==> config.mk <==
export PLATFORM = sky130hd
export DESIGN_NAME = srma_cfg
export DESIGN_NICKNAME = d
export VERILOG_FILES = /design/src/spike_rejecting_moving_average_core_macros.svh /design/src/srma_pkg.sv /design/src/srma_cfg.sv
export SDC_FILE = /design/constraint.sdc
export NUM_CORES = 1
export LEC_CHECK = 0
export BUFFER_PORTS_ARGS = -buffer_cell sky130_fd_sc_hd__buf_2
export CAP_MARGIN = 20
export CORE_ASPECT_RATIO = 1.4
export CORE_MARGIN = 2
export CORE_UTILIZATION = 36
export CTS_CLUSTER_DIAMETER = 60
export DETAILED_ROUTE_END_ITERATION = 8
export PLACE_DENSITY_LB_ADDON = 0.3
export SKIP_LAST_GASP = 1
export SYNTH_ARGS = -nofsm -noshare
export SYNTH_HDL_FRONTEND = slang
export SYNTH_SLANG_ARGS = --single-unit
export TNS_END_PERCENT = 30
==> constraint.sdc <==
create_clock -name clk -period 2 [get_ports clk]
set_input_delay 0.2 -clock clk [delete_from_list [all_inputs] [get_ports clk]]
set_output_delay 0.2 -clock clk [all_outputs]
set_load 0.05 [all_outputs]
==> src/spike_rejecting_moving_average_core_macros.svh <==
// assertion macros for the spike rejecting moving average core
// needs clk and rst_n in the scope of the module that uses them
`ifndef SPIKE_REJECTING_MOVING_AVERAGE_CORE_MACROS_SVH
`define SPIKE_REJECTING_MOVING_AVERAGE_CORE_MACROS_SVH

`ifndef SYNTHESIS

// antecedent implies consequent in the same cycle
`define SRMA_ASSERT_NOW(label, ante, cons) \
  label: assert property (@(posedge clk) disable iff (!rst_n) (ante) |-> (cons)) \
    else $error("srma check failed");

// antecedent implies consequent in the next cycle
`define SRMA_ASSERT_NEXT(label, ante, cons) \
  label: assert property (@(posedge clk) disable iff (!rst_n) (ante) |=> (cons)) \
    else $error("srma check failed");

`else

`define SRMA_ASSERT_NOW(label, ante, cons)
`define SRMA_ASSERT_NEXT(label, ante, cons)

`endif

`endif

==> src/srma_pkg.sv <==
// shared types and constants for the spike rejecting moving average core
// no dependencies
package srma_pkg;

  // window and channel counts
  localparam int WINDOW   = 5;
  localparam int CHANNELS = 3;

  // field widths
  localparam int CHAN_W     = 2;
  localparam int RAW_W      = 16;
  localparam int SAMPLE_W   = 10;
  localparam int SPIKE_W    = 8;
  localparam int REJECT_W   = 3;
  localparam int CH_IDX_W   = (CHANNELS > 1) ? $clog2(CHANNELS) : 1;

  // raw word layout: degrees are bits 14:5, open input is bit 2
  localparam int SAMPLE_LSB = 5;
  localparam int OPEN_BIT   = 2;

  // window sum and divide by WINDOW via reciprocal multiply
  localparam int SUM_W      = SAMPLE_W + $clog2(WINDOW + 1);
  localparam int RECIP_SH   = 20;
  localparam int RECIP      = ((1 << RECIP_SH) + WINDOW - 1) / WINDOW;
  localparam int RECIP_W    = $clog2(RECIP + 1);
  localparam int PROD_W     = SUM_W + RECIP_W;

  // configuration port
  localparam int PADDR_W    = 3;
  localparam int PDATA_W    = 32;
  localparam logic REG_SPIKE_LIMIT  = 1'b0;
  localparam logic REG_REJECT_LIMIT = 1'b1;
  localparam logic [SPIKE_W-1:0]  SPIKE_LIMIT_RST  = SPIKE_W'(4);
  localparam logic [REJECT_W-1:0] REJECT_LIMIT_RST = REJECT_W'(3);

  typedef logic [SAMPLE_W-1:0] sample_t;
  typedef sample_t [CHANNELS-1:0] ch_row_t;

  typedef enum logic [1:0] {
    ST_PUBLISHED = 2'd0,
    ST_SPIKE     = 2'd1,
    ST_FAULT     = 2'd2,
    ST_ZERO      = 2'd3
  } status_t;

  // shift control for the window cells
  typedef struct packed {
    logic                shift;
    logic [CH_IDX_W-1:0] chan;
  } cell_ctl_t;

  // configuration register values
  typedef struct packed {
    logic [SPIKE_W-1:0]  spike_limit;
    logic [REJECT_W-1:0] reject_limit;
  } cfg_regs_t;

endpackage

==> src/srma_cfg.sv <==
// configuration registers behind the apb-style port
// depends on srma_pkg; low address bits below the register stride are ignored
module srma_cfg import srma_pkg::*; (
  input  logic               clk,
  input  logic               rst_n,
  input  logic               psel,
  input  logic               penable,
  input  logic               pwrite,
  input  logic [PADDR_W-1:0] paddr,
  input  logic [PDATA_W-1:0] pwdata,
  output logic [PDATA_W-1:0] prdata,
  output logic               pready,
  output cfg_regs_t          regs
);

  cfg_regs_t regs_r;
  cfg_regs_t regs_nxt;
  logic      reg_sel;
  logic      wr_en;

  assign pready  = 1'b1;
  assign reg_sel = paddr[2];
  assign wr_en   = psel && penable && pwrite && pready;

  // register write decode
  always_comb begin
    regs_nxt = regs_r;
    if (wr_en) begin
      case (reg_sel)
        REG_SPIKE_LIMIT:  regs_nxt.spike_limit  = pwdata[SPIKE_W-1:0];
        REG_REJECT_LIMIT: regs_nxt.reject_limit = pwdata[REJECT_W-1:0];
        default:          regs_nxt = regs_r;
      endcase
    end
  end

  always_ff @(posedge clk) begin
    if (!rst_n) begin
      regs_r.spike_limit  <= SPIKE_LIMIT_RST;
      regs_r.reject_limit <= REJECT_LIMIT_RST;
    end else begin
      regs_r <= regs_nxt;
    end
  end

  // read mux
  always_comb begin
    case (reg_sel)
      REG_SPIKE_LIMIT:  prdata = PDATA_W'(regs_r.spike_limit);
      REG_REJECT_LIMIT: prdata = PDATA_W'(regs_r.reject_limit);
      default:          prdata = '0;
    endcase
  end

  assign regs = regs_r;

endmodule

# --- Word level (Yosys, flattened, before mapping) ---
# Index checks and enable logic that the tools add are counted.
classes:
  n_mux: 1
  reduce_logical: 4
  bitwise_logic: 1
ops:
  columns: ["cell", "n"]
  rows:
  - ["$pmux 32 s2", 1]
  - ["$reduce_and 2->1", 2]
  - ["$logic_and 1x1->1", 2]
  - ["$not 1->1", 1]
word_totals:
  output_inout_bits: 44
  inputBits: 40
  register_bits: 11
  wordCells: 8

# --- Logic depth before layout (Yosys ltp) ---
depth:
  depth_word: 3
  ltp_mapped: 4
  depth_no_buf: 2

# --- Worst setup path after synthesis ---
# Ideal clock, no wire load.
synth_timing:
  path_kind: "register to output"
  from: "register regs_r, in the netlist regs[0]"
  to: "output prdata[0]"
  required_time_ns: 1.800
  setup_slack_ns: 0.751
  stages_incl_launch_ff: 2
  n_path_buf: 0
  t_arrival_ns: 1.049
  cell_sequence: "dfxtp_1 mux2_2"
synth_via:
  elab_chain_len: 1
synth_lines:
  columns: ["element", "line", "rtl"]
  rows:
  - ["start, declared", "srma_cfg.sv:16", "cfg_regs_t regs_r;"]
  - ["start signal, assigned", "srma_cfg.sv:42", "regs_r <= regs_nxt;"]
  - ["$pmux 32 s2", "srma_cfg.sv:48", "case (reg_sel)"]
  - ["end, declared", "srma_cfg.sv:11", "output logic [PDATA_W-1:0] prdata,"]
# No other way between the ends. The select of a mux whose other input is x is not followed.

# --- Final worst setup path ---
layout_timing:
  from: "register regs_r, in the netlist regs[5]"
  to: "output prdata[2]"
# The elaborated chain is that of the path after synthesis.

==> summary.txt <==
Worst setup path
  • CP bufs+invs: 1
  • Reg-to-reg slack, setup: between 1000 and 1500 ps
  • Crit Path Class: flop to output pin
  • Crit Path Max Fanout: 3
  • Critical Path AT: 1060 ps
  • CP peak stage delay: 330 ps
  • Worst Path Required: ~1800 ps
  • CP Launch Type: flop
  • Reg2reg end: regs[3]$_SDFFE_PN0P_
  • Worst setup EP type: output pin
  • Slowest cell on the critical path: dfxtp_1
  • Worst R2R Path Depth: 2
  • R2r startpoint: regs[3]$_SDFFE_PN0P_
  • Gate family responsible for the most delay along the worst path: flip-flops
  • Cell-by-cell listing of the critical path: mux2_2 > buf_2

Timing
  • FMAX: around 0.79 GHz
  • Post-route minimum period: approximately 1300 ps
  • RSZ-0062 raised after global routing: no
  • Final worst setup slack: between 700 and 800 ps
  • # setup viols final: 0
  • Period utilization: 0.630
  • Hold Vio Cnt, Final: 0
  • Clock skew: 0 ps
  • Final Max Tran Viols: 0
  • Setup TNS Final: 0 ps

Logic synthesis
  • Unique masters post-synth: 13
  • Share of the synthesized area in the top cell type: 0.291
  • Leading area contributor after synthesis: dfxtp_1
  • YS warnings: 0
  • Seq cells post-synth: 11
  • Sequential-to-total area share from yosys stat: 0.291
  • Synthesized area per cell: 8.79 sq um
  • Post-Synthesis Cell Area: about 760 sq um
  • Gate Count Post-Synth: 86
  • Synth area leaders: dfxtp_1 (29%), buf_4 (25%), mux2i_1 (15%)

Routing
  • WL per Instance: between 10 and 15 um
  • Drt drc: 0
  • Antenna-violating nets left: 0
  • Met1 WL: roughly 560 um
  • Via count: 561
  • Uppermost routed layer: met4
  • Via density: a little over 4
  • Initial DRT Pass Iterations: 4
  • Detailed Route WL: 1390 um
  • Met3 routed WL: 106 um
  • Met2 wire length: just over 700 um
  • DRT iter0 DRCs: 5

Global routing
  • Vias in the first global route: between 400 and 500
  • Initial antenna violation count: 0
  • First-pass GRT wire length: 1980 um
  • Largest net degree at the start of global routing: 23
  • Total gr overflow: 0
  • Total GRT Usage: 0.110

Die
  • Initial core utilization: 0.383
  • Die width: around 43 um
  • Die H: 58.2 um
  • Core Footprint: 1970 sq um
  • Die area: ~2500 sq um
  • Placement Rows: 19
  • Io pins: 84

Placed design
  • Buffers on Ports: 32
  • Placed Instance Area: 806 sq um
  • GPL Wtd Cong: 0.656
  • HPWL after DPL: ~1000 um
  • Worst slack, placed: slightly below 700 ps

Clocking
  • Hold bufs inserted after CTS: 0
  • Root Buffer: clkbuf_4
  • H-tree Lvls: 1
  • Cts repair resizes: 0
  • Clk sink count: 11
  • Worst-Skew Late Latency: 270 ps
  • Cts bufs inserted: 3
  • Clock transition at path regs: roughly 70 ps
  • Clock buffer depth: 2
  • CTS tree: yes
  • Setup Fix Bufs, Post-CTS: 0

Power and ir drop
  • Pleak: around 0.44 nW
  • PD cells: about 690 nW/um^2
  • Peak VDD IR: 0.000292 V

Cells and area
  • Commonest non-fill, non-tap cell in the layout: buf_2
  • Area added between synthesis and finish: 10.1%
  • Final Cell Area: 832 sq um
  • Commonest non-fill, non-tap cells in the layout: buf_2 (32), conb_1 (25), nand2_1 (16), mux2i_1 (11), dfxtp_1 (11)
  • Share of layout cells above drive strength 1: 0.383
  • N_diodes: 0
  • # fillers: between 200 and 250
  • NumNets Final: about 160
  • Max FFs per register: 11

Hold path
  • Hold EP: regs[8]$_SDFFE_PN0P_
  • Worst hold stages: 3
  • Hold Crit Class: input port to flop
  • Hold Startpoint: pwdata[5]

Flow run
  • Max cap viols: 0

Outcome
  • Status: finished, final reports clean
==> worst max path at each step <==
| stage | to | from | depth (start not counted) |
|---|---|---|---|
| floorplan | prdata[0] | regs[0]$_SDFFE_PN1P_ | 1 |
| global placement | regs[3]$_SDFFE_PN0P_ | paddr[2] | 3 |
| detailed placement | regs[3]$_SDFFE_PN0P_ | paddr[2] | 3 |
| CTS | prdata[2] | regs[5]$_SDFFE_PN1P_ | 2 |
| global route | prdata[1] | regs[1]$_SDFFE_PN1P_ | 2 |
| finish | prdata[2] | regs[5]$_SDFFE_PN1P_ | 2 |
==> final cells by class <==
| class | count | area [sq um] | area share |
|---|---|---|---|
| tap | 21 | 26.3 | 0.0316 |
| timing repair buffer | 32 | 160 | 0.192 |
| clock buffer | 4 | 26.3 | 0.0316 |
| sequential | 11 | 220 | 0.265 |
| multi-input combinational | 68 | 399 | 0.480 |
==> synthesized netlist by cell type <==
| master | n |
|---|---|
| and2b_2 | 5 |
| and4_2 | 1 |
| and4b_1 | 1 |
| buf_2 | 1 |
| buf_4 | 25 |
| buf_6 | 2 |
| clkbuf_1 | 2 |
| conb_1 | 2 |
| dfxtp_1 | 11 |
| mux2_2 | 3 |
| mux2i_1 | 11 |
| nand2_1 | 16 |
| nor2b_1 | 6 |
==> metal layers <==
layer	GRT usage	up-vias
met5	0	-
met4	0.0938	0
met3	0.0125	2
met2	0.190	30
met1	0.116	252
li1	-	277
==> worst min-delay path, stage by stage <==
cell,delay (ps)
buf_2,90
nand2_1,40
mux2i_1,50
==> where the power goes <==
group / internal, mW / leakage [nW] / total (mW) / switching [mW]
Clock: 0.0772 / 0.0150 / 0.156 / 0.0789
Combinational: 0.0309 / 0.332 / 0.195 / 0.164
Sequential: 0.224 / 0.0891 / 0.227 / 0.00306
==> cells by family (layout without fill, tap and decap cells) <==
group         after synthesis  after routing  synth area share
mux                        14             14             0.190
other cells                 2             25           0.00994
buf+inv                    30             36             0.295
simple gates               29             29             0.214
flops                      11             11             0.291
==> per-stage QoR <==
step / std cells / power (mW) / util / hold WS (ps)
after floorplan: 109 / 0.441 / - / 342
after global placement: 132 / 0.425 / 0.408 / 449
after detailed placement: 132 / 0.426 / 0.408 / 458
after CTS: 136 / 0.584 / 0.422 / 164
after global routing: 136 / 0.605 / 0.422 / 178
final: 136 / 0.577 / 0.422 / 165
(Power assumes the default switching activity.)
