## config.mk

```make
export PLATFORM = sky130hd
export DESIGN_NAME = srma_cell
export DESIGN_NICKNAME = d
export VERILOG_FILES = /design/src/spike_rejecting_moving_average_core_macros.svh /design/src/srma_pkg.sv /design/src/srma_cell.sv
export SDC_FILE = /design/constraint.sdc
export NUM_CORES = 1
export LEC_CHECK = 0
export BUFFER_PORTS_ARGS = -buffer_cell sky130_fd_sc_hd__buf_2
export CAP_MARGIN = 20
export CORE_MARGIN = 3
export CORE_UTILIZATION = 40
export CTS_CLUSTER_DIAMETER = 60
export CTS_CLUSTER_SIZE = 30
export DETAILED_ROUTE_END_ITERATION = 6
export PLACE_DENSITY = 0.81
export SYNTH_ARGS = -nofsm -noshare
export SYNTH_HDL_FRONTEND = slang
export SYNTH_SLANG_ARGS = --single-unit
```

## constraint.sdc

```tcl
create_clock -name clk -period 1.15 [get_ports clk]
set_clock_uncertainty 0.15 [all_clocks]
set_input_delay 0.23 -clock clk [delete_from_list [all_inputs] [get_ports clk]]
set_output_delay 0.23 -clock clk [all_outputs]
set_load 0.02 [all_outputs]
```

## src/spike_rejecting_moving_average_core_macros.svh

```systemverilog
// assertion macros for the spike rejecting moving average core
// needs clk and rst_n in the scope of the module that uses them
`ifndef SPIKE_REJECTING_MOVING_AVERAGE_CORE_MACROS_SVH
`define SPIKE_REJECTING_MOVING_AVERAGE_CORE_MACROS_SVH

`ifndef SYNTHESIS

// antecedent implies consequent in the same cycle
`define SRMA_ASSERT_NOW(label, ante, cons) \
  label: assert property (@(posedge clk) disable iff (!rst_n) (ante) |-> (cons)) \
    else $error("srma check failed");

// antecedent implies consequent in the next cycle
`define SRMA_ASSERT_NEXT(label, ante, cons) \
  label: assert property (@(posedge clk) disable iff (!rst_n) (ante) |=> (cons)) \
    else $error("srma check failed");

`else

`define SRMA_ASSERT_NOW(label, ante, cons)
`define SRMA_ASSERT_NEXT(label, ante, cons)

`endif

`endif

```

## src/srma_pkg.sv

```systemverilog
// shared types and constants for the spike rejecting moving average core
// no dependencies
package srma_pkg;

  // window and channel counts
  localparam int WINDOW   = 5;
  localparam int CHANNELS = 3;

  // field widths
  localparam int CHAN_W     = 2;
  localparam int RAW_W      = 16;
  localparam int SAMPLE_W   = 10;
  localparam int SPIKE_W    = 8;
  localparam int REJECT_W   = 3;
  localparam int CH_IDX_W   = (CHANNELS > 1) ? $clog2(CHANNELS) : 1;

  // raw word layout: degrees are bits 14:5, open input is bit 2
  localparam int SAMPLE_LSB = 5;
  localparam int OPEN_BIT   = 2;

  // window sum and divide by WINDOW via reciprocal multiply
  localparam int SUM_W      = SAMPLE_W + $clog2(WINDOW + 1);
  localparam int RECIP_SH   = 20;
  localparam int RECIP      = ((1 << RECIP_SH) + WINDOW - 1) / WINDOW;
  localparam int RECIP_W    = $clog2(RECIP + 1);
  localparam int PROD_W     = SUM_W + RECIP_W;

  // configuration port
  localparam int PADDR_W    = 3;
  localparam int PDATA_W    = 32;
  localparam logic REG_SPIKE_LIMIT  = 1'b0;
  localparam logic REG_REJECT_LIMIT = 1'b1;
  localparam logic [SPIKE_W-1:0]  SPIKE_LIMIT_RST  = SPIKE_W'(4);
  localparam logic [REJECT_W-1:0] REJECT_LIMIT_RST = REJECT_W'(3);

  typedef logic [SAMPLE_W-1:0] sample_t;
  typedef sample_t [CHANNELS-1:0] ch_row_t;

  typedef enum logic [1:0] {
    ST_PUBLISHED = 2'd0,
    ST_SPIKE     = 2'd1,
    ST_FAULT     = 2'd2,
    ST_ZERO      = 2'd3
  } status_t;

  // shift control for the window cells
  typedef struct packed {
    logic                shift;
    logic [CH_IDX_W-1:0] chan;
  } cell_ctl_t;

  // configuration register values
  typedef struct packed {
    logic [SPIKE_W-1:0]  spike_limit;
    logic [REJECT_W-1:0] reject_limit;
  } cfg_regs_t;

endpackage

```

## src/srma_cell.sv

```systemverilog
// one window cell: holds one window entry for every channel
// depends on srma_pkg
module srma_cell import srma_pkg::*; (
  input  logic      clk,
  input  logic      rst_n,
  input  cell_ctl_t ctl,
  input  ch_row_t   d_row,
  output ch_row_t   q_row
);

  ch_row_t q_r;
  ch_row_t q_nxt;

  // take the neighbor's entry for the selected channel
  always_comb begin
    q_nxt = q_r;
    if (ctl.shift) begin
      q_nxt[ctl.chan] = d_row[ctl.chan];
    end
  end

  always_ff @(posedge clk) begin
    if (!rst_n) begin
      q_r <= '0;
    end else begin
      q_r <= q_nxt;
    end
  end

  assign q_row = q_r;

endmodule

```

---- Word level (Yosys, flattened, before mapping) ----
Index checks and enable logic that the tools add are counted.
storage, ports and cells
  memory bits (read-only) ................. 0
  bits of input ports ..................... 35
  output and inout bits ................... 30
  bits in latches ......................... 0
  memories kept ........................... 0
  word-level logic and storage cells ...... 11
  RAM bits ................................ 0
  bits in registers ....................... 30
cells by class
  reductions and logical operators ........ 1
  divide/modulo/power cells ............... 0
  muxes and demuxes ....................... 5
  $add $sub $neg .......................... 0
  bitwise gates (word level) .............. 0
  order comparisons ....................... 2
  equal/unequal tests ..................... 0
  shift-type cells ........................ 0
  $mul .................................... 0
operators by type and width
  kind                number
  $bwmux 30           1
  $bmux 10 s2         1
  $demux 10 s2        1
  $mux 10             2
  $lt 2x3->1 const B  1
  $ge 2x1->1 const B  1
  $logic_and 1x1->1   1

---- Longest topological paths before layout ----
Gate-level depths: netlist (run 1).
  depth in word-level cells ............... 5
  gate-level depth with buffers ........... 4
  gate-level depth less buffers ........... 2

---- Worst setup path before layout (run 1) ----
No wires, ideal clock.
  kind .................................... input-to-reg
  start point ............................. in ctl[0] (netlist name)
  end point ............................... reg q_r (netlist bit q_row[0])
  setup time .............................. 0.072 ns
  arrival ................................. 0.755 ns
  cell stages on the path ................. 3
  path slack .............................. 0.173 ns
  data required time ...................... 0.928 ns
  path buffers ............................ 1
  cell sequence ........................... nor3b_2 buf_4 mux2i_1
between the ends
  word-level cells in the longest chain between the ends .. 5
  elaborated cells on any way between the ends .. 8
  classes of those cells .................. 2 x order compare; 5 x mux; 1 x reduce/logical
RTL lines
  element                                                         RTL line         source
  from (decl)                                                     srma_cell.sv:6   input cell_ctl_t ctl,
  $lt 2x3->1 (not written as such) or $ge 2x1->1 (tied branches)  srma_cell.sv:18  q_nxt[ctl.chan] = d_row[ctl.chan];
  $logic_and 1x1->1 (not written as such)                         srma_cell.sv:18
  $mux 10 (not written as such)                                   srma_cell.sv:18
  $demux 10 s2                                                    srma_cell.sv:18
  $bwmux 30 (*)                                                   srma_cell.sv:18
  to (signal assigned)                                            srma_cell.sv:26  q_r <= q_nxt;
  to (decl)                                                       srma_cell.sv:11  ch_row_t q_r;
Mark *: on every way between the ends. The rest lies on a longest branch, timed or not. The select of a mux whose other input is x is not followed.
A chain may end at the register's enable or synchronous reset.

---- Worst setup path after layout (run 1) ----
  start point ............................. reg q_r (netlist bit q_row[3])
  end point ............................... out q_row[3] (netlist name)
RTL lines
  element    RTL line        source
  to (decl)  srma_cell.sv:8  output ch_row_t q_row
No word-level cell between the ends.

==> results of run 1 <==
[worst reg2reg max path: cells and delay by family (launching register included)]
| kind | cells | cell delay, ns |
|---|---|---|
| simple gates | 1 | 0.04 |
| flops | 1 | 0.35 |
| mux | 1 | 0.14 |
| buf+inv | 1 | 0.10 |
[layer usage]
| layer | share of wire | vias up |
|---|---|---|
| li1 | - | 627 |
| met1 | 0.37 | 552 |
| met2 | 0.55 | 46 |
| met3 | 0.068 | 7 |
| met4 | 0.011 | 0 |
| met5 | 0 | - |
[cell usage after synthesis]
library cell  count  area share
nand2_1          60        0.18
dfxtp_1          30        0.49
mux2i_1          30        0.25
buf_2             7       0.029
and3b_1           2       0.014
buf_6             2       0.018
buf_4             1      0.0061
nor3b_2           1       0.010
[power groups by stage]
stage | clock network (mW) | logic [mW] | registers, mW
3_5_place_dp | 0 | 0.293 | 1.12
2_1_floorplan | 0 | 0.118 | 1.16
3_3_place_gp | 0 | 0.288 | 1.12
5_1_grt | 0.827 | 0.463 | 1.11
4_1_cts | 0.792 | 0.412 | 1.11
6_report | 0.770 | 0.428 | 1.11
[through the flow]
step | area [um2] | total power, mW
after CTS | 2220 | 2.31
after global routing | 2250 | 2.40
after detailed placement | 1610 | 1.41
after global placement | 1610 | 1.40
after floorplan | 1220 | 1.28
final | 2250 | 2.31
[timing repair]
item	4_1_cts	5_1_grt
hold buffers	28	0
gates resized for setup	90	0
pin swaps	0	0
hold endpoints to repair	28	0
buffers inserted	3	4
endpoints found under the setup margin	30	30
[layout make-up]
class                   instances  area (um2)  share of cell area
clock buffers                   8        78.8              0.0351
multi-input cells              93         556               0.247
flip-flops and latches         30         638               0.284
well taps                      31        38.8              0.0173
repair buffers                105         936               0.416
[path summary, 6_finish.rpt]
path	from	endpoint	slack (ns)	depth (start not counted)
setup / recovery	q_row[3]	q_row[3]	-0.03	1
hold / removal	d_row[3]	q_row[3]	0.01	3
setup reg to reg	q_row[21]	q_row[21]	0.29	3
hold reg to reg	q_row[22]	q_row[22]	0.31	2
[logic make-up (layout without fill, tap and decap cells)]
group	after synthesis	count (layout)
and+or+nand+nor	63	63
DFF	30	30
buffers and inverters	10	113
muxes	30	30
==> impl_metrics.toml, run 1 <==
[sta]
rsz0062_at_grt = "yes"
fin_crit_sh = 1.03
sum_of_negative_setup_slack_ns = -0.339
final.setup.worst_slack_ns = -0.0290
report.final.slew_viol_count = 0
post-route-min-period_ns = 1.18
slew_headroom = 0.868
finalSetupViolCount = 30
tightestPinTransition_ns = 0.197
timing.hold.ws_ns = 0.0122
timing_hold_violations_final = 0
fmaxAchievable_ghz = 0.848

[power_and_ir_drop]
p_per_area_nw_per_um2 = 1030
power.leakage_nw = 1.02
power.share.combinational = 0.186
netSwitchingFraction = 0.242
clock_power_frac = 0.334
cell_internal_pwr_mw = 1.75
vdd_ir_drop_max_mv = 0.810
pwr-share-seq = 0.480
net_switching_component_of_the_power_mw = 0.557

[finish]
n_antenna_cell = 0
final.fill_count = 176
post_layout_nonfiller_instances = 267
largest_register_ffs = 30
commonest_non_fill_non_tap_cell_in_the_layout = "nand2_1"
mostFrequentLayoutCells = "60 x nand2_1, 34 x buf_2, 30 x mux2i_1, 30 x buf_6, 30 x dfxtp_2"
final_layout_size_suffix_gt1_frac = 0.492
syn_to_final_growth_pct = 84.0
num-nets-final = 270
layout.core_utilization = 0.794

[synth]
synth.lib_cells_used.distinct = 8
yosys_warnings = 0
post_synth_mux_area_share = 0.246
synth_adder_area_share = 0
synth_compound_gate_area_share = 0
post_synth_xor_area_fraction = 0
syn_nets = 168
synth_cells = 133
synth-simple-area-share = 0.209
post_synth_instance_area_um2 = 1220
ys_seq_area_frac = 0.492
ys_ff_latch = 30
syn_area_per_cell_um2 = 9.18
synth_top_family_by_area = "multiplexers"

[run_status]
result_of_the_run = "complete, but fails checks"
violations = "negative setup slack"

[clocking]
cts_max_level = 2
clock_sinks = 30
clock_pin_slew_of_the_registers_on_the_worst_case_setup_and_hold_paths_ns = 0.09
cts_buffers = 5
max-clock-path-buffers = 2
clock_insertion_delay_worst_skew_ns = 0.32
ctsRootBufferMaster = "clkbuf_4"
cts_tree = "yes"

[global_routing]
grt_pass1_wl_mm = 5.58
grt_use_met3 = 0.0755
overflow = 0
gr-usage-all-layers = 0.203
global_route.usage.met1 = 0.197
largest_net_degree_at_the_start_of_global_routing = 33
globalRoute.busiestLayer = "met2"
globalRouteMet2Util = 0.394
grt_pass1_vias = 1322
grt_antenna_before_repair = 0

[routing]
remaining_drc_errors = 0
route.detailed.wl_per_inst_um = 13.3
antenna_left = 0
route.vias.total = 1232
detailedRoute.firstPassIterationCount = 4
drt_iter0_drc = 55
postRouteWirelength_mm = 3.56
avgViaCountPerCell = 4.61

[critical_path]
crit_path_max_incr_delay_ns = 0.36
cp_top_family = "flip-flops"
crit_chain = "buf_6"
crit_buf_inv = 1
crit_arrival_ns = 0.80
crit_path_top_delay_cell = "dfxtp_2"
cp-end-kind = "output pin"
crit_path_start_kind = "register"
crit_path_max_fanout = 2
critical_path_class = "reg -> out"
worstPathRequired_ns = 0.77

[placement]
gp_congestion = 0.663
hpwl_mm = 1.92
place_worst_setup_slack_ns = -0.0715
place.port_buffers = 64
dpl.cell_count = 224

[worst_hold_path]
hold_path.class = "in -> reg"

[run]
cap_viol_max_count = 0

[floorplanning]
floorplan.die_area_um2 = 3750
core-area_um2 = 2830
row_count = 19
die_x_um = 61.3
num_io_pins = 65
die_y_um = 61.3
initial_core_util = 0.432
Note: power is estimated with default switching activity, not from simulation.
==> inputs of run 2 (changes only) <==
--- a/config.mk
+++ b/config.mk
@@ -5,6 +5,7 @@
 export SDC_FILE = /design/constraint.sdc
 export NUM_CORES = 1
 export LEC_CHECK = 0
+export ABC_AREA = 1
 export BUFFER_PORTS_ARGS = -buffer_cell sky130_fd_sc_hd__buf_2
 export CAP_MARGIN = 20
 export CORE_MARGIN = 3
@@ -12,7 +13,8 @@
 export CTS_CLUSTER_DIAMETER = 60
 export CTS_CLUSTER_SIZE = 30
 export DETAILED_ROUTE_END_ITERATION = 6
-export PLACE_DENSITY = 0.81
+export GPL_ROUTABILITY_DRIVEN = 0
+export PLACE_DENSITY = 0.78
 export SYNTH_ARGS = -nofsm -noshare
 export SYNTH_HDL_FRONTEND = slang
 export SYNTH_SLANG_ARGS = --single-unit
==> impl_metrics.toml, run 2 <==
[run_status]
result_of_the_run = "complete, but fails checks"
violations = "negative setup slack"

[synth]
yosys_warnings = 0
synth_cells = 223
syn_area_per_cell_um2 = 6.41
synth_enable_flop_cells = 0
post_synth_main_area_contributors = "dfxtp_1 42%, nor2_1 13%, nand3_1 11%"
ys_seq_area_frac = 0.420
syn_nets = 258
most_common_cell_in_the_netlist = "nor2_1"
ys_ff_latch = 30
post_synth_instance_area_um2 = 1430
synth_top_cell_by_area = "dfxtp_1"
share_of_yosys_cell_area_claimed_by_the_top_area_cell_type = 0.420
synth.lib_cells_used.distinct = 11
synth-async-reset-ratio = 0
post_synth_most_frequent_cells = "51 x nor2_1, 33 x inv_1, 32 x nand2_1"
synth_top_flop_cell = "dfxtp_1"

[critical_path]
rrSetupSlack_ns = 0.23
crit_path_top_delay_cell = "dfxtp_2"
crit_path_start_kind = "register"
crit_arrival_ns = 0.80
r2r_end = "q_row[15]"
crit_path_max_incr_delay_ns = 0.36
critical_path_class = "reg -> out"
rr_worst_depth = 3
cp-end-kind = "output pin"
crit_path_max_fanout = 2
worstPathRequired_ns = 0.77
regToRegStartpoint = "q_row[15]"
worstSetupPathDepth = 1
crit_chain = "buf_6"
crit_buf_inv = 1
cp_top_family = "flip-flops"

[clocking]
cts_max_level = 2
clock_sinks = 30
cts_tree = "yes"
ctsRootBufferMaster = "clkbuf_4"
max-clock-path-buffers = 2
cts_buffers = 5
clock_insertion_delay_worst_skew_ns = 0.32
clock_pin_slew_of_the_registers_on_the_worst_case_setup_and_hold_paths_ns = 0.09
holdBufCountCts = 0

[floorplanning]
die_y_um = 65.8
row_count = 21
core-area_um2 = 3390
floorplan.die_area_um2 = 4330
die_x_um = 65.8
num_io_pins = 65
initial_core_util = 0.422

[placement]
place_worst_setup_slack_ns = -0.194
dpl.cell_count = 330
hpwl_mm = 2.97
place.port_buffers = 64

[sta]
final.setup.worst_slack_ns = -0.0329
fin_crit_sh = 1.03
tightestPinTransition_ns = 0.456
slew_headroom = 0.696
report.final.slew_viol_count = 0
rsz0062_at_grt = "yes"
sum_of_negative_setup_slack_ns = -0.427
post-route-min-period_ns = 1.18
fmaxAchievable_ghz = 0.845
finalSetupViolCount = 30
timing_hold_violations_final = 0

[routing]
remaining_drc_errors = 0
route.vias.total = 1609
avgViaCountPerCell = 4.72
route.detailed.wl_per_inst_um = 12.2
detailedRoute.firstPassIterationCount = 4
antenna_left = 0
drt_iter0_drc = 99
postRouteWirelength_mm = 4.16

[global_routing]
overflow = 0
grt_pass1_wl_mm = 6.82
grt_use_met3 = 0.0629
globalRouteMet2Util = 0.345
globalRoute.busiestLayer = "met2"
global_route.usage.met1 = 0.260
largest_net_degree_at_the_start_of_global_routing = 31
grt_antenna_before_repair = 0
grt_pass1_vias = 1522
gr-usage-all-layers = 0.208

[finish]
syn_to_final_growth_pct = 53.7
mostFrequentLayoutCells = "51 x nor2_1, 34 x buf_2, 33 x inv_1"
largest_register_ffs = 30
final_layout_size_suffix_gt1_frac = 0.400
post_layout_nonfiller_instances = 341
commonest_non_fill_non_tap_cell_in_the_layout = "nor2_1"
n_antenna_cell = 0
num-nets-final = 330

[worst_hold_path]
min_delay_path_depth = 5
timing.hold.worst.start = "d_row[7]"
hold_path.class = "in -> reg"
hold-path-endpoint = "q_row[17]"

[power_and_ir_drop]
p_per_area_nw_per_um2 = 1150
vdd_ir_drop_max_mv = 0.687
power.leakage_nw = 1.20

[run]
cap_viol_max_count = 0
[run 2: timing repair]
| action | in CTS | in global routing |
|---|---|---|
| gates resized for setup | 90 | 0 |
| setup endpoints to repair | 30 | 30 |
| setup buffers | 1 | 3 |
| endpoints found under the hold margin | 0 | 0 |
[run 2: cell families (layout without fill, tap and decap cells)]
family | count (synthesis) | after routing | share of synthesized area
flops | 30 | 30 | 0.420
buf+inv | 48 | 120 | 0.136
simple gates | 125 | 125 | 0.374
compound gates | 20 | 20 | 0.0700
[run 2: how the worst max path moves through the flow]
stage | start | end
finish | q_row[9] | q_row[9]
global route | q_row[9] | q_row[9]
CTS | q_row[9] | q_row[9]
detailed placement | ctl[1] | q_row[21]
global placement | ctl[1] | q_row[22]
floorplan | ctl[0] | q_row[10]
[run 2: cell type report]
class                      instances  area (um2)
clock buffer                       6        51.3
fill                             311        1190
clock inverter                     1        30.0
tap                               46        57.6
sequential                        30         638
inverter                          34         128
timing repair buffer              79         658
multi-input combinational        145         636
[run 2: power by group]
group	internal [mW]	leakage (nW)	switching, mW
logic	0.249	0.896	0.277
registers	1.10	0.258	0.0379
clock network	0.506	0.0443	0.365
total	1.86	1.20	0.680
[run 2: stage by stage]
stage | total power [mW] | cell area (um2) | hold WS [ns] | utilization
after global placement | 1.59 | 1860 | 0.343 | 0.549
after CTS | 2.54 | 2180 | 0.0844 | 0.642
after global routing | 2.67 | 2200 | 0.0989 | 0.649
final | 2.54 | 2200 | 0.0966 | 0.649
after floorplan | 1.40 | 1430 | 0.307 | -
after detailed placement | 1.59 | 1860 | 0.342 | 0.549
[run 2: routing by layer]
| metal | routed length [um] | vias to the layer above |
|---|---|---|
| met5 | 0 | - |
| met4 | 43 | 0 |
| met3 | 291 | 5 |
| met2 | 1990 | 67 |
| met1 | 1840 | 699 |
| li1 | - | 838 |
==> inputs of run 3 (changes only) <==
--- a/config.mk
+++ b/config.mk
@@ -8,13 +8,12 @@
 export ABC_AREA = 1
 export BUFFER_PORTS_ARGS = -buffer_cell sky130_fd_sc_hd__buf_2
 export CAP_MARGIN = 20
-export CORE_MARGIN = 3
 export CORE_UTILIZATION = 40
 export CTS_CLUSTER_DIAMETER = 60
 export CTS_CLUSTER_SIZE = 30
 export DETAILED_ROUTE_END_ITERATION = 6
 export GPL_ROUTABILITY_DRIVEN = 0
-export PLACE_DENSITY = 0.78
+export PLACE_DENSITY = 0.71
 export SYNTH_ARGS = -nofsm -noshare
 export SYNTH_HDL_FRONTEND = slang
 export SYNTH_SLANG_ARGS = --single-unit
==> impl_metrics.toml, run 3 (synthesis results as in run 2) <==
[run_status]
result_of_the_run = "complete, but fails checks"
violations = "negative setup slack"

[floorplanning]
initial_core_util = 0.422
die_y_um = 61.8
die_x_um = 61.8
core-area_um2 = 3390
row_count = 21
floorplan.die_area_um2 = 3820
num_io_pins = 65

[finish]
design_area_um2 = 2230
largest_register_ffs = 30
n_antenna_cell = 0
mostFrequentLayoutCells = "51 x nor2_1, 34 x buf_2, 33 x inv_1"
layout.core_utilization = 0.658
commonest_non_fill_non_tap_cell_in_the_layout = "nor2_1"
syn_to_final_growth_pct = 56.0
final_layout_size_suffix_gt1_frac = 0.406
num-nets-final = 332

[clocking]
max-clock-path-buffers = 2
clock_insertion_delay_worst_skew_ns = 0.33
clock_pin_slew_of_the_registers_on_the_worst_case_setup_and_hold_paths_ns = 0.11
cts_tree = "yes"
cts_buffers = 5
holdBufCountCts = 0
ctsRootBufferMaster = "clkbuf_4"
cts_max_level = 2
clock_sinks = 30

[worst_hold_path]
timing.hold.worst.start = "d_row[20]"
min_delay_path_depth = 5
hold_path.class = "in -> reg"
hold-path-endpoint = "q_row[20]"

[sta]
sum_of_negative_setup_slack_ns = -0.832
tightestPinTransition_ns = 0.472
fmaxAchievable_ghz = 0.839
final.setup.worst_slack_ns = -0.0417
slew_headroom = 0.686
timing_hold_violations_final = 0
finalSetupViolCount = 30
fin_crit_sh = 1.04
timing.hold.ws_ns = 0.0793
report.final.slew_viol_count = 0
rsz0062_at_grt = "yes"
post-route-min-period_ns = 1.19

[routing]
postRouteWirelength_mm = 4.12
detailedRoute.firstPassIterationCount = 4
route.vias.total = 1627
drt_iter0_drc = 107
avgViaCountPerCell = 4.73
route.detailed.wl_per_inst_um = 12.0
remaining_drc_errors = 0
antenna_left = 0

[critical_path]
crit_arrival_ns = 0.81
critical_path_class = "reg -> out"
crit_path_max_incr_delay_ns = 0.36
worstPathRequired_ns = 0.77
cp-end-kind = "output pin"
regToRegStartpoint = "q_row[19]"
rr_worst_depth = 3
worst_setup_path_startpoint = "q_row[4]"
r2r_end = "q_row[19]"
crit_chain = "buf_6"
crit_path_start_kind = "register"
crit_path_max_fanout = 2
crit_path_top_delay_cell = "dfxtp_2"
crit_buf_inv = 1
cp_top_family = "flip-flops"
rrSetupSlack_ns = 0.22

[global_routing]
grt_pass1_vias = 1446
gr-usage-all-layers = 0.235
grt_pass1_wl_mm = 6.34
largest_net_degree_at_the_start_of_global_routing = 31
overflow = 0
grt_antenna_before_repair = 0

[power_and_ir_drop]
power.share.combinational = 0.188
net_switching_component_of_the_power_mw = 0.716
netSwitchingFraction = 0.255
clock_power_frac = 0.405
cell_internal_pwr_mw = 2.09
power.leakage_nw = 1.22
vdd_ir_drop_max_mv = 0.746
p_per_area_nw_per_um2 = 1260
pwr-share-seq = 0.407

[placement]
place.port_buffers = 64
placement.cell_area_um2 = 1880
hpwl_mm = 2.83

[run]
cap_viol_max_count = 0
==> run 3: cell types whose count changed in the layout (fill, tap and decap cells not counted) <==
| cell | previous run | this run |
|---|---|---|
| buf_12 | 3 | 2 |
| buf_4 | 12 | 15 |
| bufinv_16 | 1 | 2 |
==> run 3: how the worst max path moves through the flow <==
stage	slack, ns	cells after the start	end
after detailed placement	-0.09	6	q_row[18]
final	-0.04	1	q_row[4]
after global routing	-0.09	1	q_row[4]
after floorplan	0.18	6	q_row[10]
after CTS	-0.05	1	q_row[18]
after global placement	-0.05	7	q_row[19]
==> run 3: tightest hold or removal path, delay by kind of cell <==
| kind | cells | cell delay [ns] |
|---|---|---|
| buf+inv | 3 | 0.16 |
| simple gates | 2 | 0.15 |
==> run 3: layout make-up <==
cell class	count	area [um2]
clock inverter	2	60.1
tap	46	57.6
clock buffer	6	51.3
multi-input combinational	145	636
inverter	34	128
fill	312	1160
sequential	30	638
timing repair buffer	81	661
==> run 3: power by group through the flow <==
stage | Sequential (mW) | Clock [mW] | Combinational [mW]
6_report | 1.14 | 1.14 | 0.528
4_1_cts | 1.14 | 1.15 | 0.518
3_3_place_gp | 1.14 | 0 | 0.451
3_5_place_dp | 1.14 | 0 | 0.455
5_1_grt | 1.15 | 1.20 | 0.578
2_1_floorplan | 1.21 | 0 | 0.192
==> run 3: through the flow <==
step	cells	setup WS, ns	power (mW)
2_1_floorplan	223	0.183	1.40
3_3_place_gp	334	-0.0536	1.59
3_5_place_dp	334	-0.0862	1.59
4_1_cts	342	-0.0519	2.81
5_1_grt	344	-0.0864	2.93
6_report	344	-0.0417	2.80
==> run 3: layer usage <==
metal | share of wire | global-route usage
met5 | 0 | 0
met1 | 0.47 | 0.296
met2 | 0.46 | 0.392
met3 | 0.062 | 0.0704
met4 | 0.0097 | 0.0667
==> run 3: what timing repair did <==
item,in CTS,in global routing
setup endpoints to repair,30,30
endpoints found under the hold margin,0,0
setup buffers,0,2
gates resized for setup,90,0
gates cloned,0,0
